### config.mk
export PLATFORM = sky130hd
export DESIGN_NAME = ngram_hash_row_index_top_flat
export DESIGN_NICKNAME = d
export VERILOG_FILES = /design/src/design/nghri_pkg.sv /design/src/design/nghri_stream_if.sv /design/src/design/ngram_hash_row_index_top.sv /design/src/design/nghri_front.sv /design/src/design/nghri_ram.sv /design/src/design/nghri_back.sv /design/src/flat_wrapper.sv
export SDC_FILE = /design/constraint.sdc
export NUM_CORES = 1
export LEC_CHECK = 0
export ABC_CLOCK_PERIOD_IN_PS = 2660
export BUFFER_PORTS_ARGS = -buffer_cell sky130_fd_sc_hd__buf_4
export CORE_ASPECT_RATIO = 1.25
export CORE_MARGIN = 1
export CORE_UTILIZATION = 37
export CTS_CLUSTER_DIAMETER = 100
export DETAILED_ROUTE_END_ITERATION = 10
export PLACE_DENSITY = 0.8
export SETUP_SLACK_MARGIN = 0.02
export SLEW_MARGIN = 25
export SYNTH_ARGS = -nofsm -noshare
export SYNTH_HDL_FRONTEND = slang
export SYNTH_SLANG_ARGS = --single-unit
### constraint.sdc
create_clock -name clk_i -period 2.66 [get_ports clk_i]
set_clock_uncertainty 0.2 [all_clocks]
set_input_delay 0.133 -clock clk_i [delete_from_list [all_inputs] [get_ports clk_i]]
set_output_delay 0.133 -clock clk_i [all_outputs]
set_load 0.02 [all_outputs]
### src/design/nghri_pkg.sv
// nghri_pkg: shared constants, types and width helpers for the n-gram hash row index block
// no dependencies
package nghri_pkg;

  localparam int unsigned NgramSizeDef     = 3;
  localparam int unsigned HeadsPerOrderDef = 8;
  localparam int unsigned TotalHeadsDef    = 16;

  localparam int unsigned TableDepth = 16;
  localparam int unsigned MaxOut     = 16;
  localparam int unsigned HeadW      = 4;
  localparam int unsigned TokW       = 32;
  localparam int unsigned ModW       = 32;
  localparam int unsigned OffW       = 31;
  localparam int unsigned EosW       = 31;
  localparam int unsigned HashW      = 64;
  localparam int unsigned CfgW       = 64;
  localparam int unsigned CfgIdxW    = 2;

  typedef enum logic [CfgIdxW-1:0] {
    REG_EOS  = 2'd0,
    REG_MUL0 = 2'd1,
    REG_MUL1 = 2'd2,
    REG_MUL2 = 2'd3
  } cfg_reg_e;

  typedef enum logic {
    CMD_LOAD  = 1'b0,
    CMD_TOKEN = 1'b1
  } cmd_e;

  typedef struct packed {
    logic            command;
    logic [TokW-1:0] token;
    logic [TokW-1:0] prev_newer;
    logic [TokW-1:0] prev_older;
    logic [HeadW-1:0] head_index;
    logic [ModW-1:0] head_modulus;
    logic [OffW-1:0] head_offset;
    logic            final_token;
  } in_item_t;

  typedef struct packed {
    logic [HeadW-1:0] head;
    logic [TokW-1:0]  row;
    logic             last_of_token;
    logic             final_of_batch;
  } out_item_t;

  // classified token entry between front and back
  typedef struct packed {
    logic [HashW-1:0] ctx0;
    logic [HashW-1:0] ctx1;
    logic [HashW-1:0] ctx2;
    logic             final_token;
  } tok_entry_t;

endpackage

### src/design/nghri_stream_if.sv
// nghri_stream_if: valid/ready channel carrying one payload of parameterized type
// depends on nothing
interface nghri_stream_if #(
  parameter type PayloadT = logic
);
  logic    valid;
  logic    ready;
  PayloadT data;

  modport source (output valid, output data, input ready);
  modport sink (input valid, input data, output ready);
endinterface

### src/design/ngram_hash_row_index_top.sv
// ngram_hash_row_index_top: top level, front classifier, head table RAM, back hasher
// depends on nghri_pkg, nghri_stream_if, nghri_front, nghri_ram, nghri_back
//
// usage:
//   in_if carries load items (command 0) and token items (command 1), valid/ready.
//   a load item writes one head table entry and gives no result; it is held off
//   until no token is queued or in the back end.
//   a token item gives TotalHeads results (at most MaxOut) on out_if in head order; the last
//   carries last_of_token and, if the token was marked, final_of_batch.
//   configuration: cfg_we_i/cfg_idx_i/cfg_data_i write eos and the multipliers; the user
//   must write them only while the block is idle, which the block does not enforce.
// sequence:
//   a token is taken, then hashed as three 64-bit products, each three 32x32
//   partial products with a registered product; then per head: table read,
//   64 remainder steps, output (no remainder steps if modulus is 0).
//   the back end takes the next token only after the last head's output.
//   a two-entry queue sits between the front and the hashing back end.
// reset: queue and sequencers empty, configuration registers zero; table entries undefined.
// when the receiver stalls the output register holds and the back end waits.
module ngram_hash_row_index_top import nghri_pkg::*; #(
  parameter int unsigned NgramSize     = NgramSizeDef,
  parameter int unsigned HeadsPerOrder = HeadsPerOrderDef,
  parameter int unsigned TotalHeads    = TotalHeadsDef
) (
  input  logic                clk_i,
  input  logic                rst_ni,
  input  logic                cfg_we_i,
  input  logic [CfgIdxW-1:0]  cfg_idx_i,
  input  logic [CfgW-1:0]     cfg_data_i,
  nghri_stream_if.sink        in_if,
  nghri_stream_if.source      out_if
);
  logic [EosW-1:0] eos_q;
  logic [HashW-1:0] mul0_q, mul1_q, mul2_q;
  logic tbl_we, tbl_re;
  logic [HeadW-1:0] tbl_widx, tbl_ridx;
  logic [ModW+OffW-1:0] tbl_wdata, tbl_rdata;
  logic q_valid, q_ready;
  tok_entry_t q_data;
  in_item_t in_data;
  out_item_t out_data;

  assign in_data = in_if.data;
  assign out_if.data = out_data;

  always_ff @(posedge clk_i or negedge rst_ni) begin
    if (!rst_ni) begin
      eos_q <= '0;
      mul0_q <= '0;
      mul1_q <= '0;
      mul2_q <= '0;
    end else if (cfg_we_i) begin
      unique case (cfg_reg_e'(cfg_idx_i))
        REG_EOS:  eos_q <= cfg_data_i[EosW-1:0];
        REG_MUL0: mul0_q <= cfg_data_i;
        REG_MUL1: mul1_q <= cfg_data_i;
        REG_MUL2: mul2_q <= cfg_data_i;
        default: ;
      endcase
    end
  end

  nghri_front u_front (
    .clk_i, .rst_ni, .eos_i(eos_q),
    .in_valid_i(in_if.valid), .in_ready_o(in_if.ready), .in_data_i(in_data),
    .tbl_we_o(tbl_we), .tbl_idx_o(tbl_widx), .tbl_wdata_o(tbl_wdata),
    .q_valid_o(q_valid), .q_ready_i(q_ready), .q_data_o(q_data)
  );

  nghri_ram #(.Width(ModW + OffW), .Depth(TableDepth)) u_table (
    .clk_i, .we_i(tbl_we), .waddr_i(tbl_widx), .wdata_i(tbl_wdata),
    .re_i(tbl_re), .raddr_i(tbl_ridx), .rdata_o(tbl_rdata)
  );

  nghri_back #(
    .NgramSize(NgramSize), .HeadsPerOrder(HeadsPerOrder), .TotalHeads(TotalHeads)
  ) u_back (
    .clk_i, .rst_ni, .mul0_i(mul0_q), .mul1_i(mul1_q), .mul2_i(mul2_q),
    .q_valid_i(q_valid), .q_ready_o(q_ready), .q_data_i(q_data),
    .tbl_re_o(tbl_re), .tbl_raddr_o(tbl_ridx), .tbl_rdata_i(tbl_rdata),
    .out_valid_o(out_if.valid), .out_ready_i(out_if.ready), .out_data_o(out_data)
  );

  // final_of_batch only with last_of_token
  a_final_last: assert property (@(posedge clk_i) disable iff (!rst_ni)
    out_if.valid && out_data.final_of_batch |-> out_data.last_of_token)
    else $error("final without last");

  // a table write only comes from a load item
  a_load_no_push: assert property (@(posedge clk_i) disable iff (!rst_ni)
    tbl_we |-> in_data.command == CMD_LOAD)
    else $error("table write on token");

  // back end takes no token while a result stalls mid-token
  a_hold: assert property (@(posedge clk_i) disable iff (!rst_ni)
    out_if.valid && !out_if.ready && !out_data.last_of_token |=> !q_ready)
    else $error("back end idle mid-token");
endmodule

### src/design/nghri_front.sv
// nghri_front: accepts items, writes head table, builds the context, and queues tokens
// depends on nghri_pkg
module nghri_front import nghri_pkg::*; (
  input  logic               clk_i,
  input  logic               rst_ni,
  input  logic [EosW-1:0]    eos_i,
  input  logic               in_valid_i,
  output logic               in_ready_o,
  input  in_item_t           in_data_i,
  output logic               tbl_we_o,
  output logic [HeadW-1:0]   tbl_idx_o,
  output logic [ModW+OffW-1:0] tbl_wdata_o,
  output logic               q_valid_o,
  input  logic               q_ready_i,
  output tok_entry_t         q_data_o
);
  // two-entry queue
  tok_entry_t mem_q [2];
  logic       wp_q, rp_q, wp_d, rp_d;
  logic [1:0] cnt_q, cnt_d;
  logic       push, pop;
  tok_entry_t ent;
  logic       cut1, cut2;
  logic [HashW-1:0] eos64;

  // a load waits until no token is queued or in the back end (q_ready_i is its idle)
  assign in_ready_o = (in_data_i.command == CMD_TOKEN) ? (cnt_q != 2'd2)
                                                       : ((cnt_q == 2'd0) && q_ready_i);
  assign eos64 = {{(HashW-EosW){1'b0}}, eos_i};
  assign cut1 = in_data_i.prev_newer[TokW-1] ||
                (in_data_i.prev_newer == {1'b0, eos_i});
  assign cut2 = cut1 || in_data_i.prev_older[TokW-1] ||
                (in_data_i.prev_older == {1'b0, eos_i});

  always_comb begin
    ent.ctx0 = {{(HashW-TokW){in_data_i.token[TokW-1]}}, in_data_i.token};
    ent.ctx1 = cut1 ? eos64 : {{(HashW-TokW){1'b0}}, in_data_i.prev_newer};
    ent.ctx2 = cut2 ? eos64 : {{(HashW-TokW){1'b0}}, in_data_i.prev_older};
    ent.final_token = in_data_i.final_token;
  end

  assign tbl_we_o = in_valid_i && in_ready_o && (in_data_i.command == CMD_LOAD);
  assign tbl_idx_o = in_data_i.head_index;
  assign tbl_wdata_o = {in_data_i.head_modulus, in_data_i.head_offset};

  assign push = in_valid_i && in_ready_o && (in_data_i.command == CMD_TOKEN);
  assign pop  = q_valid_o && q_ready_i;
  assign q_valid_o = (cnt_q != 2'd0);
  assign q_data_o  = mem_q[rp_q];

  always_comb begin
    wp_d = push ? ~wp_q : wp_q;
    rp_d = pop ? ~rp_q : rp_q;
    cnt_d = cnt_q + {1'b0, push} - {1'b0, pop};
  end

  always_ff @(posedge clk_i or negedge rst_ni) begin
    if (!rst_ni) begin
      wp_q <= 1'b0;
      rp_q <= 1'b0;
      cnt_q <= 2'd0;
    end else begin
      wp_q <= wp_d;
      rp_q <= rp_d;
      cnt_q <= cnt_d;
    end
  end

  always_ff @(posedge clk_i) begin
    if (push) begin
      mem_q[wp_q] <= ent;
    end
  end
endmodule

### src/design/nghri_ram.sv
// nghri_ram: generic single-write, single-read RAM with registered read
// no dependencies
module nghri_ram #(
  parameter int unsigned Width = 8,
  parameter int unsigned Depth = 16,
  localparam int unsigned AddrW = (Depth > 1) ? $clog2(Depth) : 1
) (
  input  logic             clk_i,
  input  logic             we_i,
  input  logic [AddrW-1:0] waddr_i,
  input  logic [Width-1:0] wdata_i,
  input  logic             re_i,
  input  logic [AddrW-1:0] raddr_i,
  output logic [Width-1:0] rdata_o
);
  logic [Width-1:0] mem_q [Depth];

  always_ff @(posedge clk_i) begin
    if (we_i) begin
      mem_q[waddr_i] <= wdata_i;
    end
    if (re_i) begin
      rdata_o <= mem_q[raddr_i];
    end
  end
endmodule

### src/design/nghri_back.sv
// nghri_back: per-token hashing and per-head remainder, one bit-serial divider
// depends on nghri_pkg
module nghri_back import nghri_pkg::*; #(
  parameter int unsigned NgramSize     = NgramSizeDef,
  parameter int unsigned HeadsPerOrder = HeadsPerOrderDef,
  parameter int unsigned TotalHeads    = TotalHeadsDef
) (
  input  logic                 clk_i,
  input  logic                 rst_ni,
  input  logic [HashW-1:0]     mul0_i,
  input  logic [HashW-1:0]     mul1_i,
  input  logic [HashW-1:0]     mul2_i,
  input  logic                 q_valid_i,
  output logic                 q_ready_o,
  input  tok_entry_t           q_data_i,
  output logic                 tbl_re_o,
  output logic [HeadW-1:0]     tbl_raddr_o,
  input  logic [ModW+OffW-1:0] tbl_rdata_i,
  output logic                 out_valid_o,
  input  logic                 out_ready_i,
  output out_item_t            out_data_o
);
  localparam int unsigned NHeads = (TotalHeads > MaxOut) ? MaxOut : TotalHeads;
  localparam int unsigned Hashed = (NgramSize - 1) * HeadsPerOrder;
  localparam int unsigned HashedCap = (Hashed > NHeads) ? NHeads : Hashed;
  localparam int unsigned HcW    = $clog2(MaxOut + 1);
  localparam logic [HcW-1:0] LastHead = HcW'(NHeads - 1);
  localparam logic [HcW-1:0] HashedC  = HcW'(HashedCap);
  localparam logic [HcW-1:0] HpoC     = HcW'(HeadsPerOrder);

  localparam logic [2:0] S_IDLE = 3'd0;
  localparam logic [2:0] S_MUL  = 3'd1;
  localparam logic [2:0] S_HEAD = 3'd2;
  localparam logic [2:0] S_DIV  = 3'd3;
  localparam logic [2:0] S_OUT  = 3'd4;
  localparam logic [2:0] S_MULB = 3'd5;

  logic [2:0] state_q, state_d;
  logic [HcW-1:0] head_q, head_d;
  logic [1:0] mstep_q, mstep_d;
  logic [HashW-1:0] ctx_q [3];
  logic [HashW-1:0] hash2_q, hash3_q;
  logic [HashW-1:0] acc_sum;
  logic final_q;
  // 64x64 mod 2^64 as three 32x32 partial products over steps
  logic [1:0] pstep_q, pstep_d;
  logic [HashW-1:0] acc_q, acc_d;
  logic [HashW-1:0] ma, mb;
  logic [31:0] pa, pb;
  logic [HashW-1:0] pp;
  logic [HashW-1:0] pp_q;
  // divider
  logic [HashW-1:0] dvd_q, dvd_d;
  logic [ModW:0] rem_q, rem_d;
  logic [6:0] bit_q, bit_d;
  logic [ModW-1:0] tbl_mod;
  logic [OffW-1:0] tbl_off;
  logic [ModW:0] rsh;
  logic [HashW-1:0] hsel;
  logic out_v_q;
  out_item_t out_q;
  logic take;

  assign q_ready_o = (state_q == S_IDLE);
  assign take = q_valid_i && q_ready_o;
  assign out_valid_o = out_v_q;
  assign out_data_o = out_q;
  assign tbl_raddr_o = head_q[HeadW-1:0];
  assign tbl_re_o = (state_q == S_HEAD);
  assign hsel = (head_q >= HpoC) ? hash3_q : hash2_q;

  // modulus/offset from registered table read (valid the cycle after S_HEAD)
  assign tbl_mod = tbl_rdata_i[ModW+OffW-1:OffW];
  assign tbl_off = tbl_rdata_i[OffW-1:0];

  always_comb begin
    unique case (mstep_q)
      2'd0: begin ma = ctx_q[0]; mb = mul0_i; end
      2'd1: begin ma = ctx_q[1]; mb = mul1_i; end
      default: begin ma = ctx_q[2]; mb = mul2_i; end
    endcase
    unique case (pstep_q)
      2'd0: begin pa = ma[31:0];  pb = mb[31:0];  end
      2'd1: begin pa = ma[63:32]; pb = mb[31:0];  end
      default: begin pa = ma[31:0]; pb = mb[63:32]; end
    endcase
    pp = {32'd0, pa} * {32'd0, pb};
  end

  assign acc_sum = (pstep_q == 2'd0) ? (acc_q + pp_q) : (acc_q + {pp_q[31:0], 32'd0});
  assign rsh = {rem_q[ModW-1:0], dvd_q[HashW-1]};

  always_comb begin
    state_d = state_q;
    head_d = head_q;
    mstep_d = mstep_q;
    pstep_d = pstep_q;
    acc_d = acc_q;
    dvd_d = dvd_q;
    rem_d = rem_q;
    bit_d = bit_q;
    unique case (state_q)
      S_IDLE: begin
        if (take) begin
          state_d = S_MUL;
          mstep_d = 2'd0;
          pstep_d = 2'd0;
          acc_d = '0;
        end
      end
      S_MUL: begin
        // issue partial product; registered then accumulated in S_MULB
        state_d = S_MULB;
      end
      S_MULB: begin
        acc_d = acc_sum;
        if (pstep_q == 2'd2) begin
          pstep_d = 2'd0;
          acc_d = '0;
          if (mstep_q == 2'(NgramSize - 1) || mstep_q == 2'd2) begin
            state_d = S_HEAD;
            head_d = '0;
          end else begin
            mstep_d = mstep_q + 2'd1;
            state_d = S_MUL;
          end
        end else begin
          pstep_d = pstep_q + 2'd1;
          state_d = S_MUL;
        end
      end
      S_HEAD: begin
        state_d = S_DIV;
        dvd_d = hsel;
        rem_d = '0;
        bit_d = 7'd0;
      end
      S_DIV: begin
        // restoring division, one quotient bit per cycle; zero modulus keeps the hash
        if (tbl_mod == '0) begin
          state_d = S_OUT;
        end else begin
          dvd_d = {dvd_q[HashW-2:0], 1'b0};
          rem_d = (rsh >= {1'b0, tbl_mod}) ? rsh - {1'b0, tbl_mod} : rsh;
          bit_d = bit_q + 7'd1;
          if (bit_q == 7'd63) state_d = S_OUT;
        end
      end
      S_OUT: begin
        if (!out_v_q || out_ready_i) begin
          if (head_q == LastHead) begin
            state_d = S_IDLE;
          end else begin
            head_d = head_q + HcW'(1);
            state_d = S_HEAD;
          end
        end
      end
      default: state_d = S_IDLE;
    endcase
  end

  always_ff @(posedge clk_i or negedge rst_ni) begin
    if (!rst_ni) begin
      state_q <= S_IDLE;
      head_q <= '0;
      mstep_q <= '0;
      pstep_q <= '0;
      out_v_q <= 1'b0;
    end else begin
      state_q <= state_d;
      head_q <= head_d;
      mstep_q <= mstep_d;
      pstep_q <= pstep_d;
      if (state_q == S_OUT && (!out_v_q || out_ready_i)) begin
        out_v_q <= 1'b1;
      end else if (out_ready_i) begin
        out_v_q <= 1'b0;
      end
    end
  end

  always_ff @(posedge clk_i) begin
    acc_q <= acc_d;
    dvd_q <= dvd_d;
    rem_q <= rem_d;
    bit_q <= bit_d;
    if (state_q == S_MUL) pp_q <= pp;
    if (take) begin
      ctx_q[0] <= q_data_i.ctx0;
      ctx_q[1] <= q_data_i.ctx1;
      ctx_q[2] <= q_data_i.ctx2;
      final_q <= q_data_i.final_token;
    end
    if (state_q == S_MULB && pstep_q == 2'd2) begin
      if (mstep_q == 2'd0) hash2_q <= acc_sum;
      else if (mstep_q == 2'd1) hash2_q <= hash2_q ^ acc_sum;
      if (mstep_q == 2'd0) hash3_q <= acc_sum;
      else hash3_q <= hash3_q ^ acc_sum;
    end
    if (state_q == S_OUT && (!out_v_q || out_ready_i)) begin
      out_q.head <= head_q[HeadW-1:0];
      if (head_q < HashedC) begin
        out_q.row <= (tbl_mod == '0) ? (dvd_q[31:0] + {1'b0, tbl_off})
                                      : (rem_q[31:0] + {1'b0, tbl_off});
      end else begin
        out_q.row <= '0;
      end
      out_q.last_of_token <= (head_q == LastHead);
      out_q.final_of_batch <= (head_q == LastHead) && final_q;
    end
  end
endmodule
### src/flat_wrapper.sv
// flat-port wrapper written by rule: the top's interface ports become plain ports
module ngram_hash_row_index_top_flat import nghri_pkg::*;
#(
  parameter int unsigned NgramSize     = NgramSizeDef,
  parameter int unsigned HeadsPerOrder = HeadsPerOrderDef,
  parameter int unsigned TotalHeads    = TotalHeadsDef
)
  (clk_i, rst_ni, cfg_we_i, cfg_idx_i, cfg_data_i, in_if_valid, in_if_data, in_if_ready, out_if_valid, out_if_data, out_if_ready);
  nghri_stream_if in_if_i ();
  nghri_stream_if out_if_i ();
  input  logic clk_i;
  input  logic rst_ni;
  input  logic cfg_we_i;
  input  logic [CfgIdxW-1:0] cfg_idx_i;
  input  logic [CfgW-1:0] cfg_data_i;
  input wire logic [$bits(in_if_i.valid)-1:0] in_if_valid;
  input wire logic [$bits(in_if_i.data)-1:0] in_if_data;
  output wire logic [$bits(in_if_i.ready)-1:0] in_if_ready;
  output wire logic [$bits(out_if_i.valid)-1:0] out_if_valid;
  output wire logic [$bits(out_if_i.data)-1:0] out_if_data;
  input wire logic [$bits(out_if_i.ready)-1:0] out_if_ready;
  assign in_if_i.valid = in_if_valid;
  assign in_if_i.data = in_if_data;
  assign in_if_ready = in_if_i.ready;
  assign out_if_valid = out_if_i.valid;
  assign out_if_data = out_if_i.data;
  assign out_if_i.ready = out_if_ready;
  ngram_hash_row_index_top #(.NgramSize(NgramSize), .HeadsPerOrder(HeadsPerOrder), .TotalHeads(TotalHeads)) u_core (.clk_i(clk_i), .rst_ni(rst_ni), .cfg_we_i(cfg_we_i), .cfg_idx_i(cfg_idx_i), .cfg_data_i(cfg_data_i), .in_if(in_if_i), .out_if(out_if_i));
endmodule
### Word-level counts from Yosys, hierarchy flattened

Cells that the tools add are included.

* bits in latches: 0
* bits in read-only memories: 0
* input port bits: 72
* RAM bits: 0
* flip-flop bits (word level): 87
* word-level logic and storage cells: 74
* memories: 0

* bitwise gates (word level): 0
* order comparisons: 0
* add/subtract/negate cells: 5
* div/mod/pow operators: 0
* muxes and demuxes: 23
* multiply operators: 0
* equal/unequal tests: 17
* shifts and indexed selects: 0
* reductions and logical operators: 19

Operator list (number)
* 32-bit zero test: 1
* 5-bit two-way mux: 4
* 3-bit case mux with 6 select lines: 1
* 3-bit two-way mux: 5
* 7-bit case mux with 2 select lines: 1
* 2-bit two-way mux: 6
* 2-bit inequality test (second input constant): 5
* 5-bit case mux with 2 select lines: 1
* 2-bit nonzero test: 5
* 2-bit case mux with 2 select lines: 2
* 7-bit by 1-bit adder with 7-bit output (second input constant): 1
* 7-bit by 6-bit == test with 1-bit output (second input constant): 1
* 7-bit two-way mux: 1
* 3-bit by 2-bit == test with 1-bit output (second input constant): 2
* 3-bit == test (second input constant): 2
* 5-bit by 1-bit adder with 5-bit output (second input constant): 1
* 5-bit by 4-bit == test with 1-bit output (second input constant): 1
* 5-bit AND reduction: 1
* 2-bit by 1-bit adder with 2-bit output (second input constant): 2
* 2-bit == test (second input constant): 2
* 1-bit logical AND: 4
* 2-bit by 1-bit inequality test with 1-bit output (second input constant): 2
* 2-bit AND reduction: 2
* 4-bit AND reduction: 1
* other kinds (9): 10

### Longest topological paths before layout

Gate-level depths: netlist of the first run.

* word-level depth: 4
* depth in mapped cells: 7
* depth with buffers taken out: 7

### Cells and area by module

A second synthesis of the first run with hierarchy kept.

* cell total of the unflattened synthesis: 9779
* area total of the unflattened synthesis: 126084.7 µm²

By module, submodules not included
* nghri_back: instances 1, cells each 7042, area each 67642.4 µm²
* nghri_ram: instances 1, cells each 1622, area each 39620.5 µm²
* nghri_front: instances 1, cells each 641, area each 9860.7 µm²
* ngram_hash_row_index_top: instances 1, cells each 474, area each 8961.1 µm²

### Worst setup path after synthesis of the first run

OpenSTA, ideal clock, no wires.

* path type: reg2reg
* start point: register u_core.u_back.head_q[0]
* end point: register u_core.u_back.head_q[4]
* period minus slack after synthesis: 1955 ps
* stages on the path, launching flop included: 7
* setup slack: 705 ps
* arrival time: 1634 ps
* cell sequence: dfrtp_1 ha_1 and3_1 ha_1 nor4b_1 a31oi_1 a22o_1

* word-level cells in the longest chain between the ends: 4
* elaborated cells between the ends (all ways): 7
* those cells by class: 1 x add/sub; 2 x eq/ne; 3 x mux; 1 x reduce/logical

RTL lines
* from (decl): line nghri_back.sv:39 `logic [HcW-1:0] head_q, head_d;`
* from (signal assigned): line nghri_back.sv:166 `head_q <= '0;`
* from (signal assigned): line nghri_back.sv:172 `head_q <= head_d;`
* 5-bit by 1-bit adder with 5-bit output: line nghri_back.sv:154 `head_d = head_q + HcW'(1);`
* 5-bit two-way mux: line nghri_back.sv:151 `if (head_q == LastHead) begin`
* 5-bit two-way mux: line nghri_back.sv:150 `if (!out_v_q || out_ready_i) begin`
* 5-bit case mux with 2 select lines: line nghri_back.sv:102 `unique case (state_q)`

Parallel ways exist; a longest one is shown, timed or not. The select of a mux whose other input is x is not followed.
A chain may end at the register's enable or synchronous reset.

### Final worst setup path of the first run

Ends and elaborated chain as after synthesis.

==> results.ini, run 1 <==
[sta]
hold_viol_final = 0
worst_slew_pin_slew_ps = 579
timing.final.crit_share = 0.814
rsz0062_at_grt = no
relSlewSlack = 0.610
fin_crit_ps = 2160
fin_setup_tns_ps = 0
fmax_ghz = 0.462
finalMaxSlewViolations = 0
whs_ps = 5.11
setup_violations = 0

[setup_path]
worstSetupStartpointType = register
end_kind = register
crit_chain = ha_1 > and3_1 > ha_1 > nor4b_1 > a31oi_1 > a22o_1
worst_ep_required_time_ps = 2650
critPathSlowestCell = dfrtp_1
worstSetupPathType = reg -> reg
cp_common_cell = ha_1
critPathMaxStageDelay_ps = 430
cp_max_fo = 5
crit_arrival_ps = 2150

[drt]
vias = 646
routed_via_density = 5.21
final_antenna_net_count = 0
dr.first_iter.drc_count = 23
wl_mm = 1.45
wl_per_cell_um = 11.7
first_pass_iters = 4
drc = 0

[floorplanning]
initial_utilization = 0.388
core_region_area_sq_mm = 0.00219
die_w_um = 44.9
die_area_sq_mm = 0.00249
die_y_um = 55.6
ioPinCount = 75
rows = 19

[global_routing]
antenna_found_initial = 0
grt_pass1_wl_mm = 2.50
grt_pass1_vias = 618
grt_max_degree = 16
overflow = 0
grt_use_total = 0.135

[synth]
synth_cell_types = 33
ys.flop_type = dfrtp_1
yosys-top-cells-area = dfrtp_1 (44%), ha_1 (5.9%), nand3_1 (5.3%)
post_synth.cell_area_avg_sq_um = 9.55
synth_common_cells = dfrtp_1 (15), nand2_1 (10), nand3_1 (9)
yosysMostFrequentCell = dfrtp_1
synth_seq_area_share = 0.442
synthesis.area_sq_um = 850
ys_async_sr_fraction = 1.00
ys_warn_count = 0
syn_inst = 89
syn_nets = 165
yosysTopAreaCell = dfrtp_1
synth_seq_cells = 15
synth_edf_count = 0
synth_top_area_frac = 0.442

[cells_and_area]
finalNonFillerCells = 124
fillers = 227
syn2layout_area_growth_pct = 7.66
drive_above_1_share = 0.108
fin_nets = 170
n_antenna_cell = 0
stdcell_area_sq_um = 915

[power]
p_comb_frac = 0.024
clkPwrFrac = 0.361
pwr-share-seq = 0.614
ir_worst_vdd_mv = 0.207
p_sw_frac = 0.227
internal-power_mw = 0.287
leakage_nw = 0.461
power.density_mw_per_mm2 = 406
p_switching_mw = 0.0840

[clock_tree]
clock_path_buffers = 2
cts_max_level = 1
clk_pin_slew_ps = 100
cts_tree = yes
cts_buffers = 3
clock_latency_ps = 290
root_buffer = clkbuf_4
clock_sinks = 15

[placed_design]
port_buffers = 4
place_hpwl_mm = 1.03
gp_congestion = 0.790
postPlaceCellArea_sq_um = 877
place_inst = 119

[outcome]
status = finished, final reports clean

[job]
cap_violations = 0

[worst_hold_path]
worstHoldPathType = in -> reg

[per-layer routing]
layer | GRT usage | wire (um) | vias to the layer above
li1 | - | - | 320
met1 | 0.171 | 692 | 314
met2 | 0.210 | 732 | 10
met3 | 0.00974 | 20 | 2
met4 | 0.0952 | 8 | 0
met5 | 0 | 0 | -
[kinds of logic (layout without fill, tap and decap cells)]
group	count (synthesis)	in the layout	share of synthesized area
simple gates	44	44	0.292
flops	15	15	0.442
compound gates	11	11	0.0928
buf+inv	11	15	0.0751
fa+ha+maj	4	4	0.0589
mux	2	2	0.0250
other cells	1	1	0.00441
xor+xnor	1	1	0.0103
[state kept, by name, indices dropped and copies added (netlist names)]
name                       flops
u_core.u_back.mstep_q          2
u_core.u_back.out_valid_o      1
u_core.u_front.cnt_q           2
u_core.u_back.pstep_q          2
u_core.u_back.state_q          3
u_core.u_back.head_q           5
[power groups by stage]
stage                     combinational (mW)  sequential, mW  clock (mW)
after detailed placement             0.00841           0.232           0
after floorplan                      0.00257           0.232           0
final                                0.00907           0.228       0.134
after CTS                            0.00954           0.228       0.134
after global placement               0.00806           0.232           0
after global routing                  0.0104           0.228       0.139
[critical path: cells and delay by family (launching register included)]
family          cells  cell delay, ps
simple gates        2             520
fa+ha+maj           2             440
flops               1             430
compound gates      2             470
[what timing repair did]
| item | CTS | global route |
|---|---|---|
| gates resized for setup | 0 | 0 |
| setup buffers | 0 | 0 |
| hold endpoints to repair | 15 | 0 |
| endpoints found under the setup margin | 0 | 0 |
| hold buffers | 1 | 0 |
[through the flow]
step / util / setup WS (ps) / power, mW
finish: 0.418 / 495 / 0.371
global route: 0.418 / 332 / 0.377
CTS: 0.418 / 492 / 0.371
detailed placement: 0.401 / 529 / 0.241
global placement: 0.401 / 567 / 0.240
floorplan: - / 705 / 0.235
[path summary, 6_finish.rpt]
check,start,endpoint,slack (ps),cells past startpoint
worst min register to register,u_core.u_front.cnt_q[1],u_core.u_front.cnt_q[1],310,1
worst max-delay path,u_core.u_back.head_q[0],u_core.u_back.head_q[4],500,6
worst min-delay path,out_if_ready,u_core.u_back.head_q[0],5,4
worst max register to register,u_core.u_back.head_q[0],u_core.u_back.head_q[4],500,6
max in group asynchronous,rst_ni,u_core.u_back.pstep_q[1],2060,2
min in group asynchronous,rst_ni,u_core.u_back.head_q[2],20,2
[placed cells by master, fill, tap and decap left out, types with 2 or more instances in the layout]
cell type | netlist | final
and2_1 | 2 | 2
dfrtp_1 | 15 | 15
nor2b_1 | 3 | 3
ha_1 | 4 | 4
a22o_1 | 2 | 2
inv_1 | 6 | 6
nand2_1 | 10 | 10
or4_1 | 3 | 3
nor2_1 | 7 | 7
buf_4 | 2 | 4
o22ai_1 | 2 | 2
nand3_1 | 9 | 9
nor4_1 | 2 | 2
clkbuf_4 | 0 | 3
o21ai_0 | 2 | 2
[final cells by class]
type | count | area, sq um | share of cell area
Clock buffer | 3 | 22.5 | 0.0246
Clock inverter | 1 | 5.00 | 0.00547
Inverter | 6 | 22.5 | 0.0246
Multi-Input combinational cell | 63 | 410 | 0.449
Sequential cell | 15 | 375 | 0.410
Tap cell | 31 | 38.8 | 0.0424
Timing Repair Buffer | 5 | 40.0 | 0.0438
Power figures use the tool's default switching activity.
==> run 2, diff against run 1 <==
--- a/config.mk
+++ b/config.mk
@@ -5,14 +5,14 @@
 export SDC_FILE = /design/constraint.sdc
 export NUM_CORES = 1
 export LEC_CHECK = 0
-export ABC_CLOCK_PERIOD_IN_PS = 2660
+export ABC_CLOCK_PERIOD_IN_PS = 1940
 export BUFFER_PORTS_ARGS = -buffer_cell sky130_fd_sc_hd__buf_4
 export CORE_ASPECT_RATIO = 1.25
 export CORE_MARGIN = 1
-export CORE_UTILIZATION = 37
+export CORE_UTILIZATION = 33
 export CTS_CLUSTER_DIAMETER = 100
 export DETAILED_ROUTE_END_ITERATION = 10
-export PLACE_DENSITY = 0.8
+export PLACE_DENSITY = 0.76
 export SETUP_SLACK_MARGIN = 0.02
 export SLEW_MARGIN = 25
 export SYNTH_ARGS = -nofsm -noshare
==> constraint.sdc (replaced) <==
create_clock -name clk_i -period 1.94 [get_ports clk_i]
set_clock_uncertainty 0.2 [all_clocks]
set_input_delay 0.097 -clock clk_i [delete_from_list [all_inputs] [get_ports clk_i]]
set_output_delay 0.097 -clock clk_i [all_outputs]
set_load 0.02 [all_outputs]
==> results.ini, run 2 (synthesis gave the netlist of run 1 again) <==
[power]
p_comb_frac = 0.032  ; was 0.024
power.density_mw_per_mm2 = 468  ; was 406 mW/mm^2
pwr-share-seq = 0.615  ; was 0.614
total_power_mw = 0.508  ; was 0.371 mW
internal-power_mw = 0.399  ; was 0.287 mW
clkPwrFrac = 0.353  ; was 0.361
p_switching_mw = 0.109  ; was 0.0840 mW
leakage_nw = 0.514  ; was 0.461 nW
ir_worst_vdd_mv = 0.444  ; was 0.207 mV
p_sw_frac = 0.214  ; was 0.227

[clock_tree]
clock_path_buffers = 2  ; unchanged
cts_buffers = 3  ; unchanged
clk_pin_slew_ps = 90  ; was 100 ps
clock_latency_ps = 280  ; was 290 ps
clock_sinks = 15  ; unchanged
root_buffer = clkbuf_4  ; unchanged
cts_tree = yes  ; unchanged
cts_max_level = 1  ; unchanged

[placed_design]
postPlaceCellArea_sq_um = 916  ; was 877 sq um
gp_congestion = 0.708  ; was 0.790
port_buffers = 4  ; unchanged
place_inst = 125  ; was 119

[drt]
dr.first_iter.drc_count = 34  ; was 23
wl_mm = 1.71  ; was 1.45 mm
routed_via_density = 5.18  ; was 5.21
drc = 0  ; unchanged
final_antenna_net_count = 0  ; unchanged
wl_per_cell_um = 12.6  ; was 11.7 um
first_pass_iters = 4  ; unchanged
vias = 704  ; was 646

[setup_path]
critPathSlowestCell = dfrtp_1  ; unchanged
path_delay_family = simple AND/OR/NAND/NOR gates  ; unchanged
crit_buf_inv = 0  ; unchanged
rrSetupSlack_ps = 30  ; was 500 ps
r2r_end = u_core.u_back.state_q[1]  ; was u_core.u_back.head_q[4]
worstSetupPathType = reg -> reg  ; unchanged
crit_arrival_ps = 1940  ; was 2150 ps
reg2reg_depth = 7  ; was 6
critPathMaxStageDelay_ps = 400  ; was 430 ps
crit_chain = ha_2 > and3_4 > ha_4 > nor4b_4 > nor2_1 > o22ai_1 > and2_1  ; was ha_1 > and3_1 > ha_1 > nor4b_1 > a31oi_1 > a22o_1
reg2reg_from = u_core.u_back.head_q[0]  ; unchanged
cp_max_fo = 2  ; was 5
worstSetupStartpointType = register  ; unchanged
worst_ep_required_time_ps = 1960  ; was 2650 ps
end_kind = register  ; unchanged

[cells_and_area]
stdcell_area_sq_mm = 0.00108  ; was 915 sq um
fillers = 229  ; was 227
fin_util = 0.447  ; was 0.418
fin_nets = 180  ; was 170
multiInputGateArea_sq_um = 498  ; was 410 sq um
largest_register_ffs = 5  ; unchanged
finalNonFillerCells = 136  ; was 124
layout.cells.most_common = dfrtp_1  ; unchanged
final_cell_mix = dfrtp_1 (14), buf_4 (12), nand2_1 (10)  ; was dfrtp_1 (15), nand2_1 (10), nand3_1 (9)
drive_above_1_share = 0.291  ; was 0.108
largest-register = u_core.u_back.head_q  ; unchanged
reg_top3 = u_core.u_back.head_q x5, u_core.u_back.state_q x3  ; unchanged
seq_area_sq_um = 377  ; was 375 sq um
n_antenna_cell = 0  ; unchanged
syn2layout_area_growth_pct = 27.7  ; was 7.66%

[worst_hold_path]
worstHoldPathType = reg -> reg  ; was in -> reg
hold_end = u_core.u_front.cnt_q[1]  ; was u_core.u_back.head_q[0]
min_from = u_core.u_front.cnt_q[1]  ; was out_if_ready
whs_path_depth = 1  ; was 4

[job]
cap_violations = 0  ; unchanged

[sta]
timing.final.crit_share = 0.985  ; was 0.814
fin_crit_ps = 1910  ; was 2160 ps
rsz0062_at_grt = yes  ; was no
finalMaxSlewViolations = 0  ; unchanged
fin_setup_tns_ps = 0  ; unchanged
fmax_ghz = 0.523  ; was 0.462 GHz
hold_viol_final = 0  ; unchanged
worst_slew_pin_slew_ps = 702  ; was 579 ps
relSlewSlack = 0.530  ; was 0.610
setup_violations = 0  ; unchanged

[floorplanning]
core_region_area_sq_mm = 0.00243  ; was 0.00219 sq mm
die_w_um = 47.4  ; was 44.9 um
rows = 20  ; was 19
initial_utilization = 0.350  ; was 0.388
ioPinCount = 75  ; unchanged
die_area_sq_mm = 0.00278  ; was 0.00249 sq mm
die_y_um = 58.7  ; was 55.6 um

[outcome]
status = finished, final reports clean  ; unchanged

[global_routing]
grt_pass1_vias = 718  ; was 618
grt_max_degree = 16  ; unchanged
overflow = 0  ; unchanged
grt_use_total = 0.139  ; was 0.135
antenna_found_initial = 0  ; unchanged
grt_pass1_wl_mm = 2.86  ; was 2.50 mm

## run 2: cell types whose count changed in the layout (fill, tap and decap cells not counted), sizes merged
cell,before,now
buf,4,12
clkbuf,3,4
dlygate4sd3,1,3
clkinv,1,0
## run 2: worst max-delay path by stage
stage | from | end | cells after the start
after floorplan | u_core.u_back.head_q[0] | u_core.u_back.head_q[2] | 6
after global placement | u_core.u_back.head_q[0] | u_core.u_back.head_q[4] | 6
after detailed placement | u_core.u_back.head_q[0] | u_core.u_back.head_q[4] | 6
after CTS | u_core.u_back.head_q[0] | u_core.u_back.head_q[3] | 6
after global routing | u_core.u_back.head_q[0] | u_core.u_back.state_q[1] | 7
final | u_core.u_back.head_q[0] | u_core.u_back.state_q[1] | 7
## run 2: power by group through the flow
stage	clock [mW]	combinational [mW]	sequential, mW
detailed placement	0	0.0115	0.319
global placement	0	0.0112	0.319
floorplan	0	0.00353	0.319
finish	0.179	0.0160	0.312
CTS	0.184	0.0160	0.312
global route	0.196	0.0178	0.312
## run 2: timing repair
action                                 CTS  global route
hold buffers                             3             0
gates cloned                             0             0
setup endpoints to repair                6             7
resized for setup                        5            11
pin swaps                                4            10
setup buffers                            3             1
endpoints found under the hold margin   19             0
## run 2: worst reg2reg max path: cells and delay by family (launching register included)
kind,cells,cell delay [ps]
flip-flops,1,400
AO/OA/AOI/OAI,1,120
adder cells (fa/ha/maj),2,370
AND/OR/NAND/NOR,4,760
## run 2: metal layers
metal,track usage,share of wire,vias up,routed length [um]
li1,-,-,343,-
met1,0.169,0.44,343,747
met2,0.237,0.52,16,899
met3,0.0307,0.032,2,54
met4,0.0449,0.0058,0,10
met5,0,0,-,0
## run 2: final cells by class
type,instances,area share
inverters,6,0.0208
multi-input cells,63,0.459
well taps,33,0.0381
clock buffers,4,0.0242
flip-flops and latches,15,0.347
repair buffers,15,0.111
## run 2: stage by stage
| stage | hold WS (ps) | setup WS [ps] |
|---|---|---|
| finish | 299 | 29.0 |
| global route | 333 | -60.8 |
| CTS | 305 | 20.1 |
| detailed placement | -237 | -60.1 |
| global placement | -240 | -29.9 |
| floorplan | -399 | 46.6 |
